File: src/hw/rtl/kdlp_pkg.sv
// ----------------------------------------------------------------------------
// kdlp_pkg: shared types and constants of the key debounce / long press block
// Event codes, register indexes and the event group word between front and back.
// ----------------------------------------------------------------------------
package kdlp_pkg;

  localparam int unsigned MaxKeys  = 4;
  localparam int unsigned CfgIdxW  = 3;
  localparam int unsigned CfgDataW = 16;
  localparam int unsigned CntW     = 16;
  localparam int unsigned ChgW     = 17;

  localparam logic [CntW-1:0] DebounceReset = 16'd2;
  localparam logic [CntW-1:0] MaxHoldReset  = 16'hFFFF;

  typedef enum logic [1:0] {
    EvPress   = 2'd0,
    EvRelease = 2'd1,
    EvLong    = 2'd2
  } kdlp_event_e;

  typedef enum logic [CfgIdxW-1:0] {
    RegDebounce  = 3'd0,
    RegMaxHold   = 3'd1,
    RegLongKey0  = 3'd2,
    RegLongKey1  = 3'd3,
    RegLongKey2  = 3'd4,
    RegLongKey3  = 3'd5
  } kdlp_reg_e;

  // events caused by one scan tick, one lane per key
  typedef struct packed {
    logic        [MaxKeys-1:0] fire;
    kdlp_event_e [MaxKeys-1:0] kind;
  } kdlp_group_t;

endpackage

File: src/hw/rtl/kdlp_front.sv
// ----------------------------------------------------------------------------
// kdlp_front: configuration registers and per-key debounce state
// Takes one tick per cycle unless the queue is full; builds its event group.
// ----------------------------------------------------------------------------
module kdlp_front import kdlp_pkg::*; #(
  parameter int unsigned NUM_KEYS = 4
) (
  input  logic                clk_i,
  input  logic                rst_ni,
  input  logic                in_valid_i,
  input  logic [MaxKeys-1:0]  raw_levels_i,
  output logic                in_stall_o,
  input  logic                cfg_valid_i,
  input  logic [CfgIdxW-1:0]  cfg_index_i,
  input  logic [CfgDataW-1:0] cfg_data_i,
  input  logic                q_full_i,
  output logic                push_o,
  output kdlp_group_t         grp_o
);

  logic [CntW-1:0] deb_q, max_q;
  logic [CntW-1:0] lim_q [NUM_KEYS];

  logic            pressed_q [NUM_KEYS];
  logic            pressed_d [NUM_KEYS];
  logic [ChgW-1:0] chg_q     [NUM_KEYS];
  logic [ChgW-1:0] chg_d     [NUM_KEYS];
  logic [CntW-1:0] hold_q    [NUM_KEYS];
  logic [CntW-1:0] hold_d    [NUM_KEYS];
  logic [ChgW-1:0] chg_inc   [NUM_KEYS];
  logic [CntW-1:0] hold_nxt  [NUM_KEYS];

  logic accept;

  assign in_stall_o = q_full_i;
  assign accept     = in_valid_i & ~q_full_i;
  assign push_o     = accept & (|grp_o.fire);

  // config write decode; indexes past the list fall through
  always_ff @(posedge clk_i or negedge rst_ni) begin
    if (!rst_ni) begin
      deb_q <= DebounceReset;
      max_q <= MaxHoldReset;
      for (int k = 0; k < NUM_KEYS; k++) lim_q[k] <= '0;
    end else if (cfg_valid_i) begin
      if (cfg_index_i == RegDebounce) deb_q <= cfg_data_i;
      if (cfg_index_i == RegMaxHold)  max_q <= cfg_data_i;
      for (int k = 0; k < NUM_KEYS; k++) begin
        if (cfg_index_i == CfgIdxW'(RegLongKey0 + k)) lim_q[k] <= cfg_data_i;
      end
    end
  end

  always_comb begin
    grp_o = '0;
    for (int k = 0; k < NUM_KEYS; k++) begin
      chg_inc[k]   = chg_q[k] + ChgW'(1);
      hold_nxt[k]  = (hold_q[k] < max_q) ? hold_q[k] + CntW'(1) : hold_q[k];
      pressed_d[k] = pressed_q[k];
      chg_d[k]     = chg_q[k];
      hold_d[k]    = hold_q[k];
      if (pressed_q[k]) begin
        if (raw_levels_i[k]) begin
          chg_d[k] = '0;
          if (lim_q[k] != '0) begin
            hold_d[k] = hold_nxt[k];
            if (hold_nxt[k] == lim_q[k]) begin
              grp_o.fire[k] = 1'b1;
              grp_o.kind[k] = EvLong;
            end
          end
        end else begin
          chg_d[k] = chg_inc[k];
          if (chg_inc[k] > {1'b0, deb_q}) begin
            pressed_d[k]  = 1'b0;
            chg_d[k]      = '0;
            grp_o.fire[k] = 1'b1;
            grp_o.kind[k] = EvRelease;
          end
        end
      end else if (raw_levels_i[k]) begin
        hold_d[k] = '0;
        chg_d[k]  = chg_inc[k];
        if (chg_inc[k] > {1'b0, deb_q}) begin
          pressed_d[k]  = 1'b1;
          chg_d[k]      = '0;
          grp_o.fire[k] = 1'b1;
          grp_o.kind[k] = EvPress;
        end
      end else begin
        chg_d[k] = '0;
      end
    end
  end

  always_ff @(posedge clk_i or negedge rst_ni) begin
    if (!rst_ni) begin
      for (int k = 0; k < NUM_KEYS; k++) begin
        pressed_q[k] <= 1'b0;
        chg_q[k]     <= '0;
        hold_q[k]    <= '0;
      end
    end else if (accept) begin
      for (int k = 0; k < NUM_KEYS; k++) begin
        pressed_q[k] <= pressed_d[k];
        chg_q[k]     <= chg_d[k];
        hold_q[k]    <= hold_d[k];
      end
    end
  end

endmodule

File: src/hw/rtl/kdlp_queue.sv
// ----------------------------------------------------------------------------
// kdlp_queue: two-entry queue of event groups
// Decouples the tick front end from the event serializer.
// ----------------------------------------------------------------------------
module kdlp_queue import kdlp_pkg::*; (
  input  logic        clk_i,
  input  logic        rst_ni,
  input  logic        push_i,
  input  kdlp_group_t wdata_i,
  output logic        full_o,
  input  logic        pop_i,
  output logic        valid_o,
  output kdlp_group_t rdata_o
);

  localparam int unsigned Depth = 2;

  kdlp_group_t mem_q [Depth];
  logic        wr_ptr_q, wr_ptr_d;
  logic        rd_ptr_q, rd_ptr_d;
  logic [1:0]  cnt_q, cnt_d;

  assign full_o  = (cnt_q == 2'(Depth));
  assign valid_o = (cnt_q != '0);
  assign rdata_o = mem_q[rd_ptr_q];

  always_comb begin
    wr_ptr_d = wr_ptr_q ^ push_i;
    rd_ptr_d = rd_ptr_q ^ pop_i;
    cnt_d    = cnt_q + {1'b0, push_i} - {1'b0, pop_i};
  end

  always_ff @(posedge clk_i or negedge rst_ni) begin
    if (!rst_ni) begin
      wr_ptr_q <= 1'b0;
      rd_ptr_q <= 1'b0;
      cnt_q    <= '0;
    end else begin
      wr_ptr_q <= wr_ptr_d;
      rd_ptr_q <= rd_ptr_d;
      cnt_q    <= cnt_d;
    end
  end

  always_ff @(posedge clk_i) begin
    if (push_i) mem_q[wr_ptr_q] <= wdata_i;
  end

endmodule

File: src/hw/rtl/kdlp_back.sv
// ----------------------------------------------------------------------------
// kdlp_back: event serializer
// Walks the head group lowest key first, one word per cycle unless stalled.
// ----------------------------------------------------------------------------
module kdlp_back import kdlp_pkg::*; (
  input  logic        clk_i,
  input  logic        rst_ni,
  input  logic        head_valid_i,
  input  kdlp_group_t head_i,
  output logic        pop_o,
  output logic        out_valid_o,
  input  logic        out_stall_i,
  output logic [1:0]  key_index_o,
  output kdlp_event_e event_kind_o,
  output logic        last_event_o
);

  logic [MaxKeys-1:0] done_q, done_d;
  logic [MaxKeys-1:0] pending, lowest, rest;
  logic [1:0]         sel;
  logic               load, out_valid_q, out_valid_d;
  logic [1:0]         key_q;
  kdlp_event_e        kind_q;
  logic               last_q;

  assign pending = head_i.fire & ~done_q;
  assign lowest  = pending & (~pending + MaxKeys'(1));
  assign rest    = pending & ~lowest;

  always_comb begin
    sel = '0;
    for (int k = MaxKeys - 1; k >= 0; k--) begin
      if (pending[k]) sel = 2'(k);
    end
  end

  assign load  = head_valid_i & (~out_valid_q | ~out_stall_i);
  assign pop_o = load & (rest == '0);

  always_comb begin
    done_d = done_q;
    if (load) done_d = (rest == '0) ? '0 : (done_q | lowest);
    out_valid_d = out_valid_q;
    if (load) out_valid_d = 1'b1;
    else if (!out_stall_i) out_valid_d = 1'b0;
  end

  always_ff @(posedge clk_i or negedge rst_ni) begin
    if (!rst_ni) begin
      done_q      <= '0;
      out_valid_q <= 1'b0;
    end else begin
      done_q      <= done_d;
      out_valid_q <= out_valid_d;
    end
  end

  always_ff @(posedge clk_i) begin
    if (load) begin
      key_q  <= sel;
      kind_q <= head_i.kind[sel];
      last_q <= (rest == '0);
    end
  end

  assign out_valid_o  = out_valid_q;
  assign key_index_o  = key_q;
  assign event_kind_o = kind_q;
  assign last_event_o = last_q;

endmodule

File: src/hw/rtl/key_debounce_long_press.sv
// ----------------------------------------------------------------------------
// key_debounce_long_press: debounced keys with press, release and long press
// Scan ticks in, event words out in ascending key order with a last marker.
// ----------------------------------------------------------------------------
//  channel | dir | handshake                 | payload
//  --------+-----+---------------------------+--------------------------------
//  in      | in  | in_valid_i / in_stall_o   | raw_levels_i
//  out     | out | out_valid_o / out_stall_i | key_index_o, event_kind_o,
//          |     |                           | last_event_o
//  cfg     | in  | cfg_valid_i / cfg_ready_o | cfg_index_i, cfg_data_i
//
//  The front end takes one tick per cycle while in_stall_o is low and updates
//  all key state in that cycle. The serializer sends one event word per cycle
//  while out_stall_i is low, so a tick that makes n events holds the back end
//  for n words. Ticks without events never reach the queue. A two-entry group
//  queue sits between the parts; in_stall_o rises only when it is full.
//  Groups are registered in the queue and words at the output. Reset (async,
//  low) releases all keys, clears counters and loads register defaults; no
//  clearing pass is needed. Config writes are always ready.
// ----------------------------------------------------------------------------
module key_debounce_long_press import kdlp_pkg::*; #(
  parameter int unsigned NUM_KEYS = 4
) (
  input  logic                clk_i,
  input  logic                rst_ni,
  // tick channel
  input  logic                in_valid_i,
  output logic                in_stall_o,
  input  logic [3:0]          raw_levels_i,
  // event channel
  output logic                out_valid_o,
  input  logic                out_stall_i,
  output logic [1:0]          key_index_o,
  output logic [1:0]          event_kind_o,
  output logic                last_event_o,
  // register writes
  input  logic                cfg_valid_i,
  output logic                cfg_ready_o,
  input  logic [CfgIdxW-1:0]  cfg_index_i,
  input  logic [CfgDataW-1:0] cfg_data_i
);

  kdlp_group_t grp, head;
  logic        push, q_full, head_valid, pop;
  kdlp_event_e kind;

  // registers never back-pressure
  assign cfg_ready_o = 1'b1;

  kdlp_front #(.NUM_KEYS(NUM_KEYS)) u_front (
    .clk_i        (clk_i),
    .rst_ni       (rst_ni),
    .in_valid_i   (in_valid_i),
    .raw_levels_i (raw_levels_i),
    .in_stall_o   (in_stall_o),
    .cfg_valid_i  (cfg_valid_i),
    .cfg_index_i  (cfg_index_i),
    .cfg_data_i   (cfg_data_i),
    .q_full_i     (q_full),
    .push_o       (push),
    .grp_o        (grp)
  );

  // one group per eventful tick
  kdlp_queue u_queue (
    .clk_i   (clk_i),
    .rst_ni  (rst_ni),
    .push_i  (push),
    .wdata_i (grp),
    .full_o  (q_full),
    .pop_i   (pop),
    .valid_o (head_valid),
    .rdata_o (head)
  );

  kdlp_back u_back (
    .clk_i        (clk_i),
    .rst_ni       (rst_ni),
    .head_valid_i (head_valid),
    .head_i       (head),
    .pop_o        (pop),
    .out_valid_o  (out_valid_o),
    .out_stall_i  (out_stall_i),
    .key_index_o  (key_index_o),
    .event_kind_o (kind),
    .last_event_o (last_event_o)
  );

  assign event_kind_o = kind;

endmodule

File: config.mk
export PLATFORM = sky130hd
export DESIGN_NAME = key_debounce_long_press
export DESIGN_NICKNAME = d
export VERILOG_FILES = /design/src/hw/rtl/kdlp_pkg.sv /design/src/hw/rtl/kdlp_front.sv /design/src/hw/rtl/kdlp_queue.sv /design/src/hw/rtl/kdlp_back.sv /design/src/hw/rtl/key_debounce_long_press.sv
export SDC_FILE = /design/constraint.sdc
export NUM_CORES = 1
export LEC_CHECK = 0
export ABC_AREA = 1
export BUFFER_PORTS_ARGS = -buffer_cell sky130_fd_sc_hd__buf_4
export CAP_MARGIN = 0
export CORE_MARGIN = 5
export CORE_UTILIZATION = 40
export CTS_BUF_LIST = sky130_fd_sc_hd__clkbuf_8
export DETAILED_ROUTE_END_ITERATION = 8
export PLACE_DENSITY = 0.59
export SLEW_MARGIN = 10
export SYNTH_ARGS = -nofsm -noshare
export SYNTH_HDL_FRONTEND = slang
export SYNTH_SLANG_ARGS = --single-unit
File: constraint.sdc
create_clock -name clk_i -period 5.2 [get_ports clk_i]
set_input_delay 1.04 -clock clk_i [delete_from_list [all_inputs] [get_ports clk_i]]
set_output_delay 1.04 -clock clk_i [all_outputs]
set_load 0.01 [all_outputs]
==> results of run 1 <==
registers in the layout (all words and copies together) (netlist names), named ones only:
name and cells:
u_back.done_q 4, u_queue.rd_ptr_q 1, u_front.hold_q 64, u_back.last_event_o 1
u_front.lim_q 64, u_back.out_valid_o 1, u_queue.cnt_q 2, u_front.chg_q 68
u_front.deb_q 16, u_queue.mem_q 24, u_back.key_index_o 2, u_back.event_kind_o 2
u_queue.wr_ptr_q 1, u_front.max_q 16
layer usage:
layer / part of all wire / wire length (um) / vias to the layer above / global-route usage
li1: - / - / 8294 / -
met1: 0.44 / 25700 / 8001 / 0.305
met2: 0.46 / 26700 / 541 / 0.377
met3: 0.058 / 3350 / 127 / 0.0379
met4: 0.038 / 2180 / 0 / 0.0792
met5: 0 / 0 / - / 0
per-stage QoR:
stage	setup slack (ps)	utilization	cells
2_1_floorplan	1580	-	2486
3_3_place_gp	844	0.422	3073
3_5_place_dp	762	0.422	3073
4_1_cts	755	0.445	3164
5_1_grt	336	0.445	3164
6_report	706	0.445	3165
power by group through the flow:
| stage | Combinational (mW) | Sequential [mW] | Clock [mW] |
|---|---|---|---|
| final | 4.62 | 3.19 | 2.15 |
| after global placement | 4.48 | 3.20 | 0 |
| after CTS | 4.58 | 3.18 | 2.21 |
| after detailed placement | 4.55 | 3.21 | 0 |
| after floorplan | 3.46 | 2.95 | 0 |
| after global routing | 5.26 | 3.23 | 2.30 |
synth_stat cells (53+ instances only):
| master | instances |
|---|---|
| nor2_1 | 178 |
| nand3_1 | 212 |
| o21ai_0 | 140 |
| ha_1 | 136 |
| nand2_1 | 670 |
| o22ai_1 | 92 |
| inv_1 | 371 |
| nand4_1 | 53 |
| xor2_1 | 74 |
| a21oi_1 | 55 |
| nor3_1 | 55 |
| dfrtp_1 | 224 |
path summary, 6_finish.rpt:
| kind | from | to | slack, ps | cells after the start |
|---|---|---|---|---|
| setup reg to reg | u_front.chg_q[36] | u_queue.mem_q[1][3] | 710 | 22 |
| setup / recovery | u_front.chg_q[36] | u_queue.mem_q[1][3] | 710 | 22 |
| max in group asynchronous | rst_ni | u_front.hold_q[61] | 3620 | 2 |
| hold / removal | rst_ni | u_front.lim_q[26] | 440 | 1 |
| hold reg to reg | u_front.deb_q[13] | u_front.deb_q[13] | 490 | 2 |
| min in group clk_i | u_front.deb_q[13] | u_front.deb_q[13] | 490 | 2 |
area by class of cell:
type                            count  area share
Tap cell                          600      0.0372
Clock inverter                     21     0.00465
Clock buffer                       70      0.0477
Sequential cell                   270       0.343
Inverter                          379      0.0704
Antenna cell                        1    0.000124
Timing Repair Buffer               42      0.0166
Multi-Input combinational cell   1782       0.480
worst max-delay path: stages (launching register included):
cell and delay (ps):
dfrtp_1 400, inv_1 70, nor3_1 330, nand3_1 200, nor2_1 280, nand2_1 150, nor2_1 190, xor2_1 290
inv_1 90, ha_1 280, nand2_1 60, nor3_1 180, nand3_1 100, nand4_1 90, nand3_1 70, nand2_1 60
nand2_1 60, nand3b_1 120, nand3_1 90, nand2_1 130, nor2_1 60, a21oi_1 240, ha_1 570
kinds of logic after synthesis:
| logic type | share of synthesized area |
|---|---|
| flops | 0.378 |
| buf+inv | 0.0928 |
| simple gates | 0.293 |
| other cells | 0.000205 |
| fa+ha+maj | 0.0929 |
| xor+xnor | 0.0359 |
| compound gates | 0.106 |
| mux | 0.00109 |
==> results list, run 1 <==
- Post-synthesis instance area: 18300 sq um
- In the final timing run, aggregate negative setup slack is 0 ps.
- # Post-CTS Setup Buffers: 0
- The share of total power dissipated in sequential elements is 0.320.
- Each instance of the synthesized netlist takes up on average 7.37 sq um.
- Max-slew violation count: 0
- The flow ran to the end, and the final reports show no timing, DRC or antenna violations.
* Remaining DRCs: 0
- In the final layout, the multi-input gates occupy 9700 sq um.
* Synth warnings: 0
- Final cycle utilization of the critical path: 0.864
- Remaining max-slew budget at the tightest pin: 0.113
- Storage element area: 6920 sq um
- The share of synthesized area in the top cell type comes to 0.306.
- The initial antenna violation count was 3.
- Largest net degree at the start of global routing: 104
* Nets in the synthesized netlist: 2650
* Unique cell type count in the Yosys netlist: 51
- Post-synthesis register bit count: 270
- The share of total power dissipated in combinational logic is 0.464.
- The core region is 45400 sq um.
- Final Hold Vio Count: 0
- Min cycle time layout: 4490 ps
- Placed cell areas: 19100 sq um
* Maximum fanout along the worst path: 12
- Post-cts resize count: 0
- For this run, the top clock speed supported by timing is 0.223 GHz.
- Compared with the post-synthesis result, the final layout area differs by 10.2%.
* Type of the worst min-delay path: in -> async
- The number of hold buffers added after CTS was 0.
- Standard-cell rows: 78
* Commonest non-fill, non-tap cell in the layout: nand2_1
- Total power density per cell area: 493 nW/um^2
- Post-synth EDFFs: 29
- The completed layout was analyzed and its total power is 9.96 mW.
* Port bufs: 34
- Antenna violation net count after detailed routing: 0
- Worst hold slack: 441 ps
- In this run the clock root is driven by a clkbuf_8.
- Final Cell Area: 20200 sq um
* Internal: 5.32 mW
- Of the total power, the share spent switching nets is 0.465.
* Number of levels the H-tree was split into: 2
- The share of total power dissipated in the clock network is 0.216.
- Counting flops with an async set or reset pin after synthesis yields a share of 0.893.
- The tool flagged a number of max-cap violations equal to 0.
- STA classifies the critical path endpoint as a register.
* I/O pin cnt: 36
* TritonCTS clock tree: yes
* Final routed wire length divided by cell count: 18.3 um
- The first global-routing pass estimated 91.4 mm of wire.
* Routed wire length: 57.9 mm
- From bottom edge to top edge, the die measures 224 um.
* Number of buffers inserted during clock tree synthesis: 51
- Synth area leaders: dfrtp_1 (31%), nand2_1 (14%), ha_1 (9.3%)
- Routability congestion estimate: 1.04
* Remaining Overflow, GRT: 0
* Total of endpoints with negative setup slack in the final report: 0
* HPWL after detailed placement: 43.0 mm
- Most used flip-flop cell after synthesis: dfrtp_1
- After detailed routing, the number of vias per cell comes to 5.36.
- Commonest non-fill, non-tap cells in the layout: nand2_1 (670), inv_1 (382), dfrtp_1 (224)
* Fill count: 4574
- The pre-antenna-repair detailed-routing pass consisted of 6 iterations.
- Number of clock sinks seen by CTS: 270
- Critical path type: reg -> reg
- Max rail drop VDD: 0.258 mV
- Clock Skews: 52.5 ps
- Synthesis produced a netlist whose cell count is 2486.
* Layout cell share with drive strength beyond 1: 0.0753
- Number of vias after detailed routing: 17000
- For this run, the register share of the synthesized area comes to 0.378.
* Dominant cell type by area after synthesis: dfrtp_1
- The analysis attributes to cell leakage a power of 10.0 nW.
- Setup repair after global routing missed its margin: no
- Net count, final: 2690
- Data arrives at the worst endpoint at 4750 ps.
- For this run, the total global-route usage over all layers was measured as 0.228.
- No sink is reached through more buffers than the 3 on the longest clock path.
- Clock insertion delay at the later pin of the skew report: 640 ps
- Critical path launch point type: register
- The analysis attributes to net switching a power of 4.63 mW.
- Clock-pin slew on the worst setup and hold paths: 60 ps
- First DRT Iteration DRCs: 1440
* Die area: 50200 sq um
- Horizontal die dimension: 224 um
- Vias in the first global route: 16400
* Starting Density: 0.404
- Data on the critical path is required at its endpoint by 5460 ps.
* Transition time of the tightest slew-check pin: 1330 ps
Power figures use the tool's default switching activity.
==> run 2, diff against run 1 <==
- CORE_UTILIZATION: 40 -> 48
- PLACE_DENSITY: 0.59 -> 0.68
==> run 2 against run 1 <==
Effect of this change: hold slack improved by 3.0 ps; clock power rose by 7%; power increased by 1.1%; maximum frequency up 0.90%; design area fell by 0.19%; utilization grew 9.0 points; combinational power about the same; critical endpoint is now u_queue.mem_q[0][4]; largest cell class unchanged; sequential share of layout area up 0.066 points; global-route usage is 4.0 points higher; critical path type unchanged; final cell count shrank 2.7%.
==> results list, run 2 (synthesized netlist as in run 1, its figures left out) <==
- The critical path goes through inv_1, ha_1, nand2_1, nand2_1, nand2_1, nand2_1, nand2_1, nand2_1, inv_2, nand2_1, inv_1, o21ai_0, nand2_1, nand2_1, nand2_1, nand2_1, nor2_1, nand2_1, nand2_1, nor2_1, a21oi_1, ha_1.
* Registers with the most flip-flops: u_front.chg_q: 68 flops, u_front.hold_q: 64 flops, u_front.lim_q: 64 flops
- The number of H-tree levels is 2 (unchanged).
- Drt via density: 5.47 (+2.0%)
- The die footprint is 42200 sq um (-16%).
* Leakage power: 10.1 nW (+0.34%)
* Critical path's most frequent cell: nand2_1
- The average routed wire per standard cell was 18.3 um (about the same).
* CTS root buffer: clkbuf_8
- The multi-input combinational cell area was 9710 sq um (about the same).
- Port bufs: 34 (unchanged)
* Die height: 205 um (-8.3%)
- The number of global-route vias before repair came to 16100 (-2.1%).
- Type of the worst min-delay path: in -> async
- The worst hold margin was 444 ps (+2.97 ps).
- Largest delay contributor family on the critical path: simple AND/OR/NAND/NOR gates
* Max rail drop VDD: 0.239 mV (-7.3%)
- The initial antenna violation count was 3 (unchanged).
- The area growth from synthesis to layout is 10.0%.
- Largest net degree at the start of global routing: 114 (+9.6%)
- Max-slew violation count: 0 (unchanged)
- The number of top-level design ports came to 36 (unchanged).
* F_max: 0.225 GHz (+0.90%)
- Number of vias after detailed routing: 16800 (-0.77%)
- The overflow left after global routing was 0 (unchanged).
- Number of clock sinks seen by CTS: 270 (unchanged)
- The count of TritonRoute iterations in the first routing pass was 6 (unchanged).
- The worst endpoint required time came to 5480 ps (+20 ps).
- The final setup violation count was 0 (unchanged).
* Number of buffers inserted during clock tree synthesis: 50 (-2.0%)
- Layout cell share with drive strength beyond 1: 0.0748 (-0.000478)
* Wire length of the first global-routing pass: 88.6 mm (-3.1%)
- Post-cts resize count: 0 (unchanged)
- Count of hold buffers inserted by post-cts repair: 0 (unchanged)
* CP max stage cell: ha_1
- MaxCap Viol Count: 0 (unchanged)
* Horizontal die dimension: 205 um (-8.3%)
- The clock slew seen by the registers of the worst setup and hold paths is 60 ps (about the same).
- Biggest cell delay along the critical path: 560 ps (about the same)
- Buffer levels on the longest clock path: 3 (unchanged)
* Final Hold Vio Count: 0 (unchanged)
- The number of violations reported at the end of detailed-routing iteration 0 is 1685 (+17%).
- Maximum fanout along the worst path: 12 (unchanged)
- Nature of the critical path endpoint: register
- The last weighted congestion value of the routability-driven placer came to 0.978 (-6.2%).
* Commonest non-fill, non-tap cells in the layout: nand2_1 (670), inv_1 (383), dfrtp_1 (224)
* HPWL after detailed placement: 42.5 mm (-1.3%)
- The final worst clock skew was 25.1 ps (-27.4 ps).
- The post-detailed-routing wire length came to 56.3 mm (-2.8%).
* Storage element area: 6920 sq um (unchanged)
* Crit path buffers/inverters: 3 (+1)
- The number of buffers inserted by post-CTS setup repair came to 0 (unchanged).
- The number of nets still failing antenna checks after routing was 0 (unchanged).
- By startpoint and endpoint, the worst setup path is classified as reg -> reg.
- Net count, final: 2690 (unchanged)
* Remaining max-slew budget at the tightest pin: 0.214 (+0.101)
- TritonCTS clock tree: yes
- The number of flip-flops in the largest register came to 68 (unchanged).
- The final critical-path share of the clock period came to 0.856 (-0.00773).
- The overall fraction of global-route tracks in use is 0.269 (+0.0403).
* Starting Density: 0.486 (+0.0827)
- Core region area: 37700 sq um (-17%)
* Outcome: complete, no violations
- Setup repair after global routing left no endpoint under its margin.
- Fill count: 3686 (-19%)
* Arrival @ worst endpoint: 4730 ps (-20 ps)
- The library cell used most frequently in the layout, excluding fill and tap cells, is nand2_1.
- Transition time of the tightest slew-check pin: 1180 ps (-152 ps)
- The power per cell area came to 500 nW/um^2 (+1.3%).
* Clock insertion delay at the later pin of the skew report: 660 ps (+20 ps)
- Remaining DRCs: 0 (unchanged)
- Standard-cell rows: 71 (-9.0%)
- The post-layout minimum cycle time was 4450 ps (-40.2 ps).
* Critical path launch point type: register
- The final setup TNS came to 0 ps (unchanged).
- More flip-flops sit in one register than any other, and that register is u_front.chg_q.
## run 2: metrics by stage
| step | utilization | instance area, sq um | setup WS, ps | std cells | total power, mW |
|---|---|---|---|---|---|
| after floorplan | - | 18300 | 1580 | 2486 | 6.42 |
| after global placement | 0.505 | 19000 | 793 | 2985 | 7.65 |
| after detailed placement | 0.505 | 19000 | 771 | 2985 | 7.72 |
| after CTS | 0.535 | 20100 | 760 | 3078 | 10.1 |
| after global routing | 0.535 | 20200 | 387 | 3078 | 10.9 |
| final | 0.535 | 20200 | 746 | 3079 | 10.1 |
## run 2: final timing paths
path | start | to | slack [ps] | cells past startpoint
worst min register to register | u_front.deb_q[5] | u_front.deb_q[5] | 490 | 2
worst max register to register | u_front.max_q[9] | u_queue.mem_q[0][4] | 750 | 22
worst max-delay path | u_front.max_q[9] | u_queue.mem_q[0][4] | 750 | 22
min in group clk_i | u_front.deb_q[5] | u_front.deb_q[5] | 490 | 2
worst min-delay path | rst_ni | u_front.chg_q[39] | 440 | 1
max in group asynchronous | rst_ni | u_front.lim_q[25] | 3710 | 2
## run 2: routing by layer
layer	share of wire	global-route usage	vias to the layer above
met3	0.068	0.0517	134
met2	0.45	0.428	600
met1	0.43	0.357	7807
li1	-	-	8289
met4	0.047	0.118	2
met5	0.00012	0	-
## run 2: where the power goes
| group | switching [mW] | internal (mW) |
|---|---|---|
| clock | 0.989 | 1.30 |
| sequential | 0.563 | 2.60 |
| combinational | 3.08 | 1.54 |
## run 2: area by class of cell
cell class | count | share of cell area
flip-flops and latches | 270 | 0.343
multi-input cells | 1782 | 0.482
repair buffers | 43 | 0.0170
well taps | 511 | 0.0317
inverters | 379 | 0.0706
diodes | 1 | 0.000124
clock buffers | 63 | 0.0430
clock inverters | 30 | 0.0123
==> run 3, diff against run 2 <==
==> constraint.sdc (replaced) <==
create_clock -name clk_i -period 5.2 [get_ports clk_i]
set_input_delay 0.52 -clock clk_i [delete_from_list [all_inputs] [get_ports clk_i]]
set_output_delay 0.52 -clock clk_i [all_outputs]
set_load 0.01 [all_outputs]
==> run 3 against run 2 <==
Effect of this change: clock power down 5%; critical path depth did not move; wire length down 0.54%; register-to-register slack better by 60 ps; setup slack better by 56 ps; sequential share of layout area up 0.14 points; sequential power hardly changed; design area decreased by 0.40%; hold slack lost 340 ps; global-route usage shrank 0.21 points; critical path type unchanged; critical endpoint unchanged; largest power group unchanged; highest routed layer is now met4.
==> results list, run 3 (synthesized netlist as in run 1, its figures left out) <==
- Number of flip-flops under the largest register name: 68 (unchanged)
* Nature of the critical path endpoint: register
- Number of clock sinks seen by CTS: 270 (unchanged)
* Data required, critical path: 5520 ps (+40 ps)
- Starting Density: 0.486 (unchanged)
- Final cycle utilization of the critical path: 0.846 (-0.0107)
- The worst hold path terminates at u_back.out_valid_o.
- First DRT Iteration DRCs: 1604 (-4.8%)
- The number of nets still failing antenna checks after routing is 0 (unchanged).
- Vias in the first global route: 16000 (-0.93%)
- The number of placement rows is 71 (unchanged).
- Accumulated negative setup slack: 0 ps (unchanged)
* Routed wire length: 56.0 mm (-0.54%)
- Commonest non-fill, non-tap cells in the layout: nand2_1 (670), inv_1 (390), dfrtp_1 (224)
* Die height: 205 um (unchanged)
* Final routed wire length divided by cell count: 18.2 um (-0.48%)
* Global-route total usage across every layer: 0.266 (-0.00211)
- Total power density per cell area: 496 nW/um^2 (-0.80%)
- The residual DRC count is 0 (unchanged).
* Storage element area: 6920 sq um (unchanged)
- Wire length of the first global-routing pass: 87.8 mm (-0.93%)
* Horizontal die dimension: 205 um (unchanged)
- Min cycle time layout: 4400 ps (-55.7 ps)
- The max-slew headroom at the worst pin is 0.0796 (-0.134).
* Biggest register: u_front.chg_q
- Net count, final: 2691 (+0.037%)
* MaxCap Viol Count: 0 (unchanged)
- In this run the most critical hold path is launched from out_stall_i.
* Buffer levels on the longest clock path: 3 (unchanged)
- CTS root buffer: clkbuf_8
* Transition time of the tightest slew-check pin: 1380 ps (+202 ps)
* Type of the worst min-delay path: in -> reg
- Clock insertion delay at the later pin of the skew report: 640 ps (-20 ps)
- The standby leakage power came to 10.1 nW (-0.19%).
* Registers with the most flip-flops: u_front.chg_q: 68 flops, u_front.hold_q: 64 flops, u_front.lim_q: 64 flops
- The ratio of cells with drive above 1 in the final layout came to 0.0717 (-0.00306).
- Remaining Overflow, GRT: 0 (unchanged)
* Cell depth of the worst min-delay path: 3
- Maximum fanout along the worst path: 12 (unchanged)
- The sum of net half-perimeters after detailed placement was 42.1 mm (-0.94%).
* Number of levels the H-tree was split into: 2 (unchanged)
- Number of vias after detailed routing: 16900 (+0.29%)
* Commonest non-fill, non-tap cell in the layout: nand2_1
* Path depth of the worst reg2reg path: 22 (unchanged)
- Setup crit start: u_front.chg_q[51]
* Crit Reg-Reg Startpoint: u_front.chg_q[51]
* Port bufs: 34 (unchanged)
- The area of the core is 37700 sq um (unchanged).
- The largest vdd supply drop was 0.237 mV (-0.93%).
- The highest achievable clock rate is 0.227 GHz (+1.3%).
- Capture point of the worst reg-to-reg path: u_queue.mem_q[0][4]
* Max-slew violation count: 0 (unchanged)
- The final setup violation count is 0 (unchanged).
- The total chip power came to 9.95 mW (-1.2%).
- Drt via density: 5.49 (+0.36%)
- The setup path with the least slack is of type reg -> reg.
- Minimum setup slack among reg-to-reg paths: 800 ps (+60 ps)
- Synth-to-layout area growth: 9.60%
- The final worst clock skew came to 25.0 ps (-0.0368 ps).
- The layout filler cell count came to 3627 (-1.6%).
- The count of TritonRoute iterations in the first routing pass is 5 (-1).
* Routability congestion estimate: 0.981 (+0.30%)
- Multi-input combinational cell area: 9710 sq um (about the same)
* Number of antenna violations at the first check in global routing: 2 (-1)
* Outcome: complete, no violations
- Setup repair after global routing missed its margin: no
* Clock-pin slew on the worst setup and hold paths: 60 ps (about the same)
* Number of buffers inserted during clock tree synthesis: 50 (unchanged)
- The count of final hold-check violations is 0 (unchanged).
* Arrival @ worst endpoint: 4720 ps (about the same)
- The maximum number of pins on one net before global-route repair is 103 (-9.6%).
- TritonCTS clock tree: yes
- The number of top-level design ports came to 36 (unchanged).
* Util after Layout: 0.533 (-0.00213)
- STA classifies the critical path startpoint as a register.
* Die area: 42200 sq um (unchanged)
## run 3: what timing repair did
| action | in CTS | in global routing |
|---|---|---|
| setup buffers | 0 | 0 |
| setup endpoints to repair | 0 | 0 |
| endpoints found under the hold margin | 87 | 0 |
| gates resized for setup | 0 | 0 |
| hold buffers | 1 | 0 |
## run 3: worst max-delay path by stage
| stage | endpoint | slack [ps] | depth (start not counted) |
|---|---|---|---|
| final | u_queue.mem_q[0][4] | 800 | 22 |
| after global routing | u_queue.mem_q[0][4] | 420 | 22 |
| after CTS | u_queue.mem_q[0][0] | 850 | 18 |
| after detailed placement | u_queue.mem_q[0][2] | 850 | 22 |
| after global placement | u_queue.mem_q[0][2] | 820 | 22 |
| after floorplan | u_queue.mem_q[0][0] | 1580 | 22 |
## run 3: power breakdown
part	total (mW)	internal, mW	switching, mW	leakage (nW)
combinational	4.60	1.53	3.07	6.05
clock	2.18	1.20	0.975	0.607
sequential	3.17	2.60	0.568	3.40
## run 3: worst max-delay path: stages, from the launching register on
cell and delay (ps):
dfrtp_1 420, ha_1 240, nand3_2 110, nor3_2 170, nand3_1 140, nor3_1 240
nand2_1 120, nor2_1 140, inv_1 70, nor2_1 140, nand2_1 90, xor2_1 170
ha_1 300, nand2_1 70, nor4_1 330, nand2_1 80, nor3_1 230, nand3_2 140
nand3_1 130, nand2_1 100, nor2_1 130, a21oi_1 120, ha_1 400
## run 3: metal layers
metal,global-route usage,vias up,routed length (um)
li1,-,8286,-
met1,0.351,7868,24200
met2,0.434,602,25600
met3,0.0507,125,3940
met4,0.107,0,2190
met5,0,-,0
## run 3: final cells by class
type                    count  share of cell area
diodes                      1            0.000125
clock buffers              57              0.0391
clock inverters            33              0.0127
inverters                 379              0.0709
multi-input cells        1782               0.484
flip-flops and latches    270               0.345
well taps                 511              0.0318
repair buffers             44              0.0170
## run 3: per-stage QoR
step / setup WS [ps] / std cells / hold WS, ps / instance area (sq um)
floorplan: 1580 / 2486 / 224 / 18300
global placement: 816 / 2985 / 465 / 19000
detailed placement: 854 / 2985 / 473 / 19000
CTS: 854 / 3076 / 55.2 / 20100
global route: 419 / 3076 / 95.9 / 20100
finish: 802 / 3077 / 105 / 20100
